$ cat src/sv/stpg_pkg.sv
// ----------------------------------------------------------------------------
// stpg_pkg: shared types and constants of the scrolling text pixel generator
// Font table, command codes and the controller-to-datapath command struct.
// ----------------------------------------------------------------------------
package stpg_pkg;

    localparam logic [1:0] CMD_WRITE = 2'd0;
    localparam logic [1:0] CMD_TICK  = 2'd1;
    localparam logic [1:0] CMD_READ  = 2'd2;

    localparam logic [1:0] DIR_LEFT  = 2'd0;
    localparam logic [1:0] DIR_RIGHT = 2'd1;
    localparam logic [1:0] DIR_UP    = 2'd2;
    localparam logic [1:0] DIR_DOWN  = 2'd3;

    localparam logic [0:0] REG_LENGTH = 1'd0;
    localparam logic [0:0] REG_DIR    = 1'd1;

    localparam int GLYPH_W       = 11;
    localparam int GLYPH_TOP     = 3;
    localparam int INK_FIRST     = 2;
    localparam int INK_ROWS      = 10;
    localparam int LONG_TEXT_MIN = 7;
    localparam logic [5:0] BLANK_GLYPH = 6'd36;

    // controller commands to the datapath
    typedef struct packed {
        logic load;    // capture the accepted word
        logic reduce;  // reduce offset by the current period
        logic step;    // apply tick, store offset
        logic wrap;    // form canvas coordinate
        logic lookup;  // register the pixel
    } t_dp_cmd;

    function automatic logic [5:0] glyph_index(input logic [7:0] code);
        logic [5:0] g;
        g = BLANK_GLYPH;
        if (code >= 8'h61 && code <= 8'h7A) g = 6'(code - 8'h61);
        else if (code >= 8'h30 && code <= 8'h39) g = 6'(code - 8'h30 + 8'd26);
        return g;
    endfunction

    function automatic logic [10:0] font_row(input logic [5:0] g, input logic [3:0] r);
        logic [10:0] rows [0:9];
        case (g)
            6'd0:  rows = '{11'h020,11'h050,11'h050,11'h050,11'h088,11'h0F8,11'h088,11'h104,11'h104,11'h104};
            6'd1:  rows = '{11'h1F0,11'h108,11'h108,11'h108,11'h1F0,11'h108,11'h104,11'h104,11'h104,11'h1F8};
            6'd2:  rows = '{11'h0F8,11'h104,11'h100,11'h100,11'h100,11'h100,11'h100,11'h100,11'h104,11'h0F8};
            6'd3:  rows = '{11'h1F0,11'h108,11'h104,11'h104,11'h104,11'h104,11'h104,11'h104,11'h108,11'h1F0};
            6'd4:  rows = '{11'h1FC,11'h100,11'h100,11'h100,11'h100,11'h1F8,11'h100,11'h100,11'h100,11'h1FC};
            6'd5:  rows = '{11'h1FC,11'h100,11'h100,11'h100,11'h100,11'h1F8,11'h100,11'h100,11'h100,11'h100};
            6'd6:  rows = '{11'h0F8,11'h104,11'h100,11'h100,11'h17C,11'h144,11'h104,11'h104,11'h104,11'h0F8};
            6'd7:  rows = '{11'h104,11'h104,11'h104,11'h104,11'h104,11'h1FC,11'h104,11'h104,11'h104,11'h104};
            6'd8:  rows = '{11'h1FC,11'h020,11'h020,11'h020,11'h020,11'h020,11'h020,11'h020,11'h020,11'h1FC};
            6'd9:  rows = '{11'h004,11'h004,11'h004,11'h004,11'h004,11'h004,11'h004,11'h104,11'h104,11'h0F8};
            6'd10: rows = '{11'h104,11'h108,11'h110,11'h120,11'h140,11'h1C0,11'h120,11'h110,11'h108,11'h104};
            6'd11: rows = '{11'h100,11'h100,11'h100,11'h100,11'h100,11'h100,11'h100,11'h100,11'h100,11'h1FC};
            6'd12: rows = '{11'h104,11'h18C,11'h154,11'h124,11'h124,11'h124,11'h104,11'h104,11'h104,11'h104};
            6'd13: rows = '{11'h104,11'h184,11'h144,11'h144,11'h124,11'h124,11'h114,11'h114,11'h10C,11'h104};
            6'd14: rows = '{11'h0F8,11'h104,11'h104,11'h104,11'h104,11'h104,11'h104,11'h104,11'h104,11'h0F8};
            6'd15: rows = '{11'h1F8,11'h104,11'h104,11'h104,11'h104,11'h1F8,11'h100,11'h100,11'h100,11'h100};
            6'd16: rows = '{11'h0F8,11'h104,11'h104,11'h104,11'h104,11'h104,11'h124,11'h114,11'h108,11'h0F4};
            6'd17: rows = '{11'h1F8,11'h104,11'h104,11'h104,11'h104,11'h1F8,11'h120,11'h110,11'h108,11'h104};
            6'd18: rows = '{11'h0F8,11'h104,11'h100,11'h100,11'h0F8,11'h004,11'h004,11'h004,11'h104,11'h0F8};
            6'd19: rows = '{11'h1FC,11'h020,11'h020,11'h020,11'h020,11'h020,11'h020,11'h020,11'h020,11'h020};
            6'd20: rows = '{11'h104,11'h104,11'h104,11'h104,11'h104,11'h104,11'h104,11'h104,11'h104,11'h0F8};
            6'd21: rows = '{11'h104,11'h104,11'h104,11'h104,11'h104,11'h104,11'h104,11'h088,11'h050,11'h020};
            6'd22: rows = '{11'h104,11'h104,11'h104,11'h124,11'h124,11'h124,11'h124,11'h124,11'h124,11'h0D8};
            6'd23: rows = '{11'h104,11'h088,11'h088,11'h050,11'h050,11'h020,11'h050,11'h088,11'h088,11'h104};
            6'd24: rows = '{11'h104,11'h088,11'h050,11'h020,11'h020,11'h020,11'h020,11'h020,11'h020,11'h020};
            6'd25: rows = '{11'h1FC,11'h004,11'h008,11'h010,11'h020,11'h020,11'h040,11'h080,11'h100,11'h1FC};
            6'd26: rows = '{11'h0F8,11'h184,11'h144,11'h144,11'h124,11'h124,11'h114,11'h114,11'h10C,11'h0F8};
            6'd27: rows = '{11'h020,11'h060,11'h0A0,11'h120,11'h020,11'h020,11'h020,11'h020,11'h020,11'h1FC};
            6'd28: rows = '{11'h0F8,11'h104,11'h004,11'h004,11'h008,11'h010,11'h020,11'h040,11'h080,11'h1FC};
            6'd29: rows = '{11'h0F8,11'h104,11'h004,11'h004,11'h0F8,11'h004,11'h004,11'h004,11'h104,11'h0F8};
            6'd30: rows = '{11'h020,11'h060,11'h0A0,11'h120,11'h120,11'h1FC,11'h020,11'h020,11'h020,11'h020};
            6'd31: rows = '{11'h1FC,11'h100,11'h100,11'h100,11'h1F8,11'h004,11'h004,11'h004,11'h104,11'h0F8};
            6'd32: rows = '{11'h0F8,11'h104,11'h100,11'h100,11'h1F8,11'h104,11'h104,11'h104,11'h104,11'h0F8};
            6'd33: rows = '{11'h1FC,11'h004,11'h008,11'h010,11'h020,11'h040,11'h040,11'h040,11'h040,11'h040};
            6'd34: rows = '{11'h0F8,11'h104,11'h104,11'h104,11'h0F8,11'h104,11'h104,11'h104,11'h104,11'h0F8};
            6'd35: rows = '{11'h0F8,11'h104,11'h104,11'h104,11'h0FC,11'h004,11'h004,11'h004,11'h104,11'h0F8};
            default: rows = '{default: 11'h000};
        endcase
        return (r < 4'd10) ? rows[r] : 11'h000;
    endfunction

endpackage

$ cat src/sv/stpg_ctrl.sv
// ----------------------------------------------------------------------------
// stpg_ctrl: sequencing controller
// Accepts one word, steps the datapath through its phases, hands off a read's result.
// ----------------------------------------------------------------------------
module stpg_ctrl (
    input  logic               i_clk,
    input  logic               i_rst_n,
    input  logic               i_valid,
    input  logic [1:0]         i_cmd,
    input  logic               i_out_free,
    output logic               o_ready,
    output logic               o_result,
    output stpg_pkg::t_dp_cmd  o_dp
);

    localparam logic [2:0] S_IDLE   = 3'd0;
    localparam logic [2:0] S_REDUCE = 3'd1;
    localparam logic [2:0] S_WRAP   = 3'd2;
    localparam logic [2:0] S_LOOKUP = 3'd3;
    localparam logic [2:0] S_PUSH   = 3'd4;

    logic [2:0] r_state, n_state;
    logic [1:0] r_cmd;

    assign o_ready = (r_state == S_IDLE);

    always_comb begin
        n_state = r_state;
        o_dp = '0;
        o_result = 1'b0;
        case (r_state)
            S_IDLE: begin
                if (i_valid) begin
                    o_dp.load = 1'b1;
                    n_state = S_REDUCE;
                end
            end
            S_REDUCE: begin
                o_dp.reduce = 1'b1;
                n_state = S_WRAP;
            end
            S_WRAP: begin
                o_dp.wrap = 1'b1;
                o_dp.step = (r_cmd == stpg_pkg::CMD_TICK);
                n_state = (r_cmd == stpg_pkg::CMD_READ) ? S_LOOKUP : S_IDLE;
            end
            S_LOOKUP: begin
                o_dp.lookup = 1'b1;
                n_state = S_PUSH;
            end
            S_PUSH: begin
                // hold until the output register is free
                if (i_out_free) begin
                    o_result = 1'b1;
                    n_state = S_IDLE;
                end
            end
            default: n_state = S_IDLE;
        endcase
    end

    always_ff @(posedge i_clk) begin
        if (!i_rst_n) begin
            r_state <= S_IDLE;
        end else begin
            r_state <= n_state;
        end
        if (o_dp.load) r_cmd <= i_cmd;
    end

endmodule

$ cat config.mk
export PLATFORM = sky130hd
export DESIGN_NAME = stpg_ctrl
export DESIGN_NICKNAME = d
export VERILOG_FILES = /design/src/sv/stpg_pkg.sv /design/src/sv/stpg_ctrl.sv
export SDC_FILE = /design/constraint.sdc
export NUM_CORES = 1
export LEC_CHECK = 0
export BUFFER_PORTS_ARGS = -buffer_cell sky130_fd_sc_hd__clkbuf_2
export CORE_AREA = 2 2 39 41
export CTS_BUF_LIST = sky130_fd_sc_hd__clkbuf_8 sky130_fd_sc_hd__clkbuf_16
export DETAILED_ROUTE_END_ITERATION = 12
export DIE_AREA = 0 0 41 43
export GPL_TIMING_DRIVEN = 0
export SKIP_CTS_REPAIR_TIMING = 1
export SLEW_MARGIN = 20
export SYNTH_ARGS = -nofsm -noshare
export SYNTH_HDL_FRONTEND = slang
export SYNTH_SLANG_ARGS = --single-unit
export TNS_END_PERCENT = 1
$ cat constraint.sdc
create_clock -name i_clk -period 1.69 [get_ports i_clk]
set_input_delay 0.338 -clock i_clk [delete_from_list [all_inputs] [get_ports i_clk]]
set_output_delay 0.338 -clock i_clk [all_outputs]
set_load 0.02 [all_outputs]
==> results of run 1 <==
-- metrics by stage --
stage | power (uW) | TNS [ps] | hold slack (ps)
after floorplan | 188 | 0 | 437
after global placement | 207 | 0 | 522
after detailed placement | 208 | 0 | 517
after CTS | 429 | -73.6 | 296
after global routing | 448 | 0 | 294
final | 424 | 0 | 299
-- state kept, by name (all words and copies together) (netlist names) --
name / flops
r_cmd: 2
r_state: 3
-- logic make-up (layout without fill, tap and decap cells) --
family / after synthesis / after routing / share of synthesized area, %
AND/OR/NAND/NOR: 12 / 12 / 37.8
buffers and inverters: 5 / 21 / 12.6
AO/OA/AOI/OAI: 3 / 3 / 13.0
flip-flops: 5 / 5 / 36.6
-- layout by cell type (no fill, tap or decap) --
| cell type | Yosys | layout |
|---|---|---|
| sky130_fd_sc_hd__nor4bb_1 | 1 | 1 |
| sky130_fd_sc_hd__clkbuf_2 | 0 | 12 |
| sky130_fd_sc_hd__nor3b_1 | 1 | 1 |
| sky130_fd_sc_hd__nor3_1 | 2 | 1 |
| sky130_fd_sc_hd__buf_6 | 2 | 2 |
| sky130_fd_sc_hd__o21a_1 | 1 | 1 |
| sky130_fd_sc_hd__a2111oi_4 | 1 | 1 |
| sky130_fd_sc_hd__nand3b_4 | 1 | 1 |
| sky130_fd_sc_hd__nand2b_1 | 1 | 1 |
| sky130_fd_sc_hd__edfxtp_1 | 2 | 2 |
| sky130_fd_sc_hd__nor3b_2 | 1 | 1 |
| sky130_fd_sc_hd__nor3_2 | 0 | 1 |
| sky130_fd_sc_hd__buf_4 | 2 | 2 |
| sky130_fd_sc_hd__nand4bb_1 | 1 | 1 |
| sky130_fd_sc_hd__nor4b_2 | 1 | 1 |
| sky130_fd_sc_hd__and3b_1 | 2 | 2 |
| sky130_fd_sc_hd__a211oi_1 | 1 | 1 |
| sky130_fd_sc_hd__dfxtp_1 | 3 | 3 |
| sky130_fd_sc_hd__inv_1 | 1 | 2 |
| sky130_fd_sc_hd__clkbuf_8 | 0 | 3 |
| sky130_fd_sc_hd__nand2b_4 | 1 | 1 |
-- report_power, final --
group	switching (uW)	internal, uW	leakage, uW	total [uW]
logic	37.1	31.6	0.000147	68.6
registers	4.45	134	0.0000437	138
clock network	61.1	156	0.0000269	217
total	103	322	0.000218	424
-- metal layers --
metal / GRT usage, % / routed length (um) / vias up
met4: 6.00 / 11 / 0
met3: 9.42 / 85 / 2
met5: 0 / 0 / -
met2: 9.38 / 237 / 15
li1: - / - / 125
met1: 10.6 / 293 / 108
-- final cells by class --
cell class	count	area [um^2]
well taps	16	20.0
clock inverters	1	3.75
inverters	1	3.75
clock buffers	3	41.3
repair buffers	12	60.1
multi-input cells	15	171
fillers	143	926
plain buffers	4	37.5
flip-flops and latches	5	120
-- path summary, 6_finish.rpt --
path | end | slack [ps]
setup / recovery | o_dp[4] | 100
hold / removal | r_cmd[0] | 300
setup reg to reg | r_cmd[1] | 560
hold reg to reg | r_state[0] | 560
==> impl_summary.md, run 1 <==
Run status
The run finished with clean final reports.

Clock network
The number of sinks on the clock net is 5. Clock-pin slew was measured on the worst setup and hold paths at about 40 ps. In this run, CTS created clock tree buffers numbering 3. The clock reaches the later pin of the worst-skew pair after roughly 220 ps.

The clock passes through at most 2 buffers. In this run the number of H-tree levels came out at 1. The master cell of the clock root buffer is sky130_fd_sc_hd__clkbuf_8. TritonCTS built the clock tree.

Global routing
For this run, the total global-route usage over all layers was measured as a little under a tenth. Entering global routing, the biggest net connects 11 pins. For this run the aggregate overflow at the end of global routing stands at 0. The first global-routing pass estimated around 950 um of wire. The number of global-route vias before repair is 227. The number of antenna violations at the first check in global routing was 0.

Setup path
The most critical setup path has its startpoint at r_state[1]. The required time of the critical path is approximately 1400 ps. The category of the worst setup path launch point is a flip-flop. The critical path's largest stage delay is about 300 ps. The critical path contains buffers and inverters numbering 2 combined. The arrival time of the worst setup path is approximately 1300 ps. For the worst flop-to-flop path, the logic depth is 3. The critical path class is flip-flop to primary output. The critical path goes through buf_6 > nand2b_4 > nor3_2 > clkbuf_2. The worst register-to-register path begins at r_state[1]. The slowest library cell on the worst path is sky130_fd_sc_hd__dfxtp_1. Counting buffers and inverters, the worst setup path is 4 cells deep. Of all nets on the critical path, the largest fanout is 10. The cell family with the largest share of critical-path delay is simple AND/OR/NAND/NOR gates.

The type of element capturing the critical path is a primary output.

Synthesis
For this run, the leading register cell type out of synthesis is sky130_fd_sc_hd__dfxtp_1. The top cell type by total area after synthesis is sky130_fd_sc_hd__dfxtp_1. The number of warnings printed during yosys synthesis is 0. The mean cell area of the mapped netlist is about 13 um^2.

The cell count after synthesis is 25. The post-synthesis net count is 31. Among all cell types in the netlist, the one instantiated most often is sky130_fd_sc_hd__dfxtp_1. The proportion of netlist area held by the largest area contributor is between 10% and 20%.

Sequential elements use 36.6% of the synthesized area. The synthesis-stage register bit count is 5. Yosys mapped a number of flops with a built-in enable equal to 2. In this run, distinct cell masters in the synthesized netlist total 18. The cell area that synthesis handed to floorplanning was between 300 and 400 um^2. Counting flops with an async set or reset pin after synthesis yields a share of 0%.

By area the synthesized netlist is led by sky130_fd_sc_hd__dfxtp_1 18%, sky130_fd_sc_hd__edfxtp_1 18%, sky130_fd_sc_hd__a2111oi_4 8.4%.

Layout
The fraction of final layout cells sized beyond drive strength 1 is about three fifths. The final-stage net count is 48. The repair_antennas step left the layout with diodes totalling 0. The final non-filler cell total is between 50 and 60. From synthesis to final layout, the design area changed by 39.7%. Cells fill 33.1% of the core in the end. The final design instance area without fill is 458 um^2.

Die
The y dimension of the die is around 43 um. For this design the top-level I/O count stands at 13. The initial core utilization is about a quarter. The core region area is between 1000 and 1500 um^2. The width of the chip is between 40 and 50 um. The die covers around 1800 um^2. The floorplan row count is 14.

Flow run
Across the run, the number of max-cap violations was 0.

Timing
The post-layout minimum cycle time is 1590 ps. Setup repair after global routing left no endpoint under its margin. The achievable clock frequency is around 0.63 GHz.

The max-slew violation count was 0. In the post-route analysis, the smallest setup slack over all paths is 95.7 ps. At the pin with the least slew margin, the transition time is 278 ps.

The relative slew slack is about four fifths. Across the routed clock network, the largest skew measured is 0.205 ps. The post-route clock period utilization is between 90% and 100%. Setup violations remaining at the end of the flow were counted as 0. The count of final hold-check violations is 0.

Min path
The startpoint identified for the worst hold timing path is i_cmd[0]. The type of the tightest min-delay check is input pin to flip-flop. The cell depth of the worst hold path is 1.

Route
The remaining antenna violation count is 0. The pre-antenna-repair detailed-routing pass consisted of 3 iterations. The post-detailed-route wirelength per cell is about 11 um. The routed layout has 250 vias. The count of routing violations after the opening detailed-route iteration is 4. The total wire length after detailed routing is 628 um. After detailed routing, the number of remaining DRC violations is 0. The via density per instance is ~4.4.

Place
The cell total after placement is 53. Prior to clock tree synthesis, the placed netlist has a worst setup slack of ~190 ps. The final estimated routing congestion in global placement is a little under 0.6. After detailed placement, the total cell area comes to about 400 um^2.

The count of buffers from port buffering is 12.

Power
The total power per unit cell area is 926 nW/um^2. In this run the static leakage power is about 0.00022 uW. The maximum VDD drop is approximately 0.43 mV.
Note: power is estimated with default switching activity, not from simulation.
==> run 2: changes to the inputs <==
--- a/config.mk
+++ b/config.mk
@@ -7,7 +7,6 @@
 export LEC_CHECK = 0
 export BUFFER_PORTS_ARGS = -buffer_cell sky130_fd_sc_hd__clkbuf_2
 export CORE_AREA = 2 2 39 41
-export CTS_BUF_LIST = sky130_fd_sc_hd__clkbuf_8 sky130_fd_sc_hd__clkbuf_16
 export DETAILED_ROUTE_END_ITERATION = 12
 export DIE_AREA = 0 0 41 43
 export GPL_TIMING_DRIVEN = 0
==> run 2 against run 1 <==
- clock power decreased by 35%
- hold slack worse by 23 ps
- routed wire length shrank 0.64%
- critical endpoint is now o_dp[2]
- largest cell class unchanged
- largest power group unchanged
==> impl_summary.md, run 2 (synthesized netlist as in run 1, its figures left out) <==
Flow run
The max-cap violation count came to 0 (unchanged).

Global routing
The global-route wire length before repair is 931 um (-1.5%). The number of global-route vias before repair is 229 (+0.88%). The largest net degree at the start of global routing was 11 (unchanged). The routing usage on met3 came to 9.42% (unchanged). The met1 layer usage reported by global route came to 10.3% (-0.32 points). The number of antenna violations at the first check in global routing is 0 (unchanged).

The global routing met2 resource utilization is 9.69% (+0.31 points). The total track usage was 8.73% (-0.30 points). The global routing stage identified its most utilized layer as met1. The sum of overflow across all layers after global routing is 0 (unchanged).

Timing
The transition time at the pin with the least slew margin is 239 ps (-38.8 ps). Setup repair after global routing left no endpoint under its margin. The worst path setup slack after routing is 108 ps (+12.5 ps). The count of final hold-check violations is 0 (unchanged).

The max-slew violation count came to 0 (unchanged). The relative slew slack was 83.9% (+2.5 points). The setup skew after layout is 0.950 ps (+0.746 ps). The post-layout minimum cycle time is 1580 ps (-12.5 ps).

The post-route clock period utilization is 93.6% (-0.74 points). The achievable clock frequency was 0.632 GHz (+0.79%). The count of endpoints failing setup in the final report was 0 (unchanged).

Layout
The fill cell instance count of the final layout is 143 (unchanged). The final design instance area without fill is 445 um^2 (-2.7%). The largest registers in the layout are r_state: 3 flops, r_cmd: 2 flops.

The top register by number of flip-flops is r_state. The total area of multi-input combinational cells came to 178 um^2 (+3.6%). The final non-filler cell total is 57 (unchanged).

The area taken by flip-flops and latches is 120 um^2 (unchanged). Relative to the synthesized area, the layout overhead comes to 35.9%. The fraction of final layout cells sized beyond drive strength 1 is 61.0% (unchanged).

The final-stage net count is 48 (unchanged). The final core area utilization is 32.2% (-0.90 points). In the layout the commonest cells are 12 x sky130_fd_sc_hd__clkbuf_2, 3 x sky130_fd_sc_hd__clkbuf_4, 3 x sky130_fd_sc_hd__dfxtp_1.

The antenna diode count is 0 (unchanged). The number of flip-flops in the largest register is 3 (unchanged). Leaving out fill and tap cells, the most frequent cell in the layout is sky130_fd_sc_hd__clkbuf_2.

Setup path
The reg-to-reg setup timing slack is 600 ps (+40 ps). The biggest fanout along the worst timing path is 9 (-1). Broken down by cell family, the worst path's largest delay share belongs to simple AND/OR/NAND/NOR gates. The type of element capturing the critical path is a primary output. The critical path's largest stage delay is 290 ps (about the same). Traced cell by cell, the critical path runs through buf_4 > nor3b_2 > and3b_1 > clkbuf_2. The required time of the critical path is 1350 ps (about the same). In this run the critical register-to-register path is captured at r_cmd[0]. The destination of the critical timing path is o_dp[2]. The count of buffer and inverter cells on the critical path came to 2 (unchanged).

By startpoint and endpoint, the worst setup path is classified as flip-flop to primary output. The most critical setup path has its startpoint at r_state[2]. The worst reg-to-reg path cell count came to 3 (unchanged). The arrival time of the worst setup path is 1240 ps (-20 ps). The worst register-to-register path begins at r_state[1].

The logic depth of the worst path, buffers included is 4 (unchanged). The category of the worst setup path launch point is a flip-flop. Among all stages on the critical path, the largest delay is contributed by sky130_fd_sc_hd__dfxtp_1.

Route
The first-pass iteration count of the detailed router is 2 (-1). The via count was 248 (-0.80%). The total wire length after detailed routing is 624 um (-0.64%). The count of routing violations after the opening detailed-route iteration was 2 (-2). The via density per instance is 4.35 (-0.80%).

The DRC violation count after routing came to 0 (unchanged). The post-detailed-route wirelength per cell is 10.9 um (-0.64%). The remaining antenna violation count is 0 (unchanged).

Clock network
The master cell of the clock root buffer is sky130_fd_sc_hd__clkbuf_4. The number of H-tree levels is 1 (unchanged). The number of sinks on the clock net is 5 (unchanged). The number of buffers between clock root and the deepest sink came to 2 (unchanged). The clock-pin slew of the registers on the worst-case setup and hold paths is 40 ps (about the same). The clock insertion delay at the later pin of the skew report is 240 ps (+20 ps). The TritonCTS clock tree is yes. The number of CTS-inserted buffers was 3 (unchanged).

Min path
The type of the tightest min-delay check is input pin to flip-flop.

Die
The number of top-level pins is 13 (unchanged). The floorplan row count is 14 (unchanged). The width of the chip came to 41 um (unchanged). The initial core utilization was 23.7% (unchanged).

The core region area is 1380 um^2 (unchanged). The area enclosed by the die boundary is 1760 um^2 (unchanged). The y dimension of the die is 43 um (unchanged).

Place
The pre-CTS setup slack was 186 ps (unchanged). The cell total after placement is 53 (unchanged). The final estimated routing congestion in global placement was 0.592 (unchanged). The count of buffers from port buffering is 12 (unchanged). The placed cell area is 408 um^2 (unchanged).

Power
The total power per unit cell area is 785 nW/um^2 (-15%). The maximum VDD drop is 0.296 mV (-32%). The overall power consumption came to 350 uW (-18%).

The reported leakage power came to 0.000205 uW (-5.9%).

Run status
The flow ran to the end, and the final reports show no timing, DRC or antenna violations.
## run 2: changes by cell type in the layout (fill, tap and decap cells not counted)
cell and delta:
sky130_fd_sc_hd__clkbuf_1 +1, sky130_fd_sc_hd__clkbuf_4 +3, sky130_fd_sc_hd__clkbuf_8 -3, sky130_fd_sc_hd__inv_1 -1
sky130_fd_sc_hd__nor3_2 -1, sky130_fd_sc_hd__nor3_4 +1
## run 2: worst min path at each step
| stage | from | end | slack (ps) | cells after the start |
|---|---|---|---|---|
| after CTS | i_cmd[1] | r_cmd[1] | 270 | 1 |
| after floorplan | i_cmd[0] | r_cmd[0] | 440 | 0 |
| after detailed placement | i_cmd[1] | r_cmd[1] | 520 | 1 |
| after global placement | i_cmd[0] | r_cmd[0] | 520 | 1 |
| after global routing | i_cmd[1] | r_cmd[1] | 260 | 1 |
| final | i_cmd[0] | r_cmd[0] | 280 | 1 |
## run 2: layer usage
metal  vias to the layer above  wire length (um)
li1                        125                 -
met1                       108               281
met2                        15               258
met3                         0                84
met4                         0                 0
met5                         -                 0
## run 2: worst reg2reg max path: stages (launching register included)
cell and delay [ps]:
sky130_fd_sc_hd__dfxtp_1 300, sky130_fd_sc_hd__buf_6 130, sky130_fd_sc_hd__nand2b_4 160, sky130_fd_sc_hd__nor3_4 190
## run 2: cell type report
class / count / area share (%)
Sequential cell: 5 / 27.0
Clock buffer: 4 / 5.90
Inverter: 1 / 0.843
Tap cell: 16 / 4.49
Multi-Input combinational cell: 15 / 39.9
Buffer: 4 / 8.43
Timing Repair Buffer: 12 / 13.5
## run 2: stage by stage
step / setup TNS [ps] / hold slack (ps)
final: 0 / 276
after global routing: 0 / 264
after CTS: -102 / 268
after detailed placement: 0 / 517
after global placement: 0 / 522
after floorplan: 0 / 437
## run 2: power by group
group          internal (uW)  switching, uW
clock network           89.4           51.1
registers                134           4.52
logic                   32.6           38.5
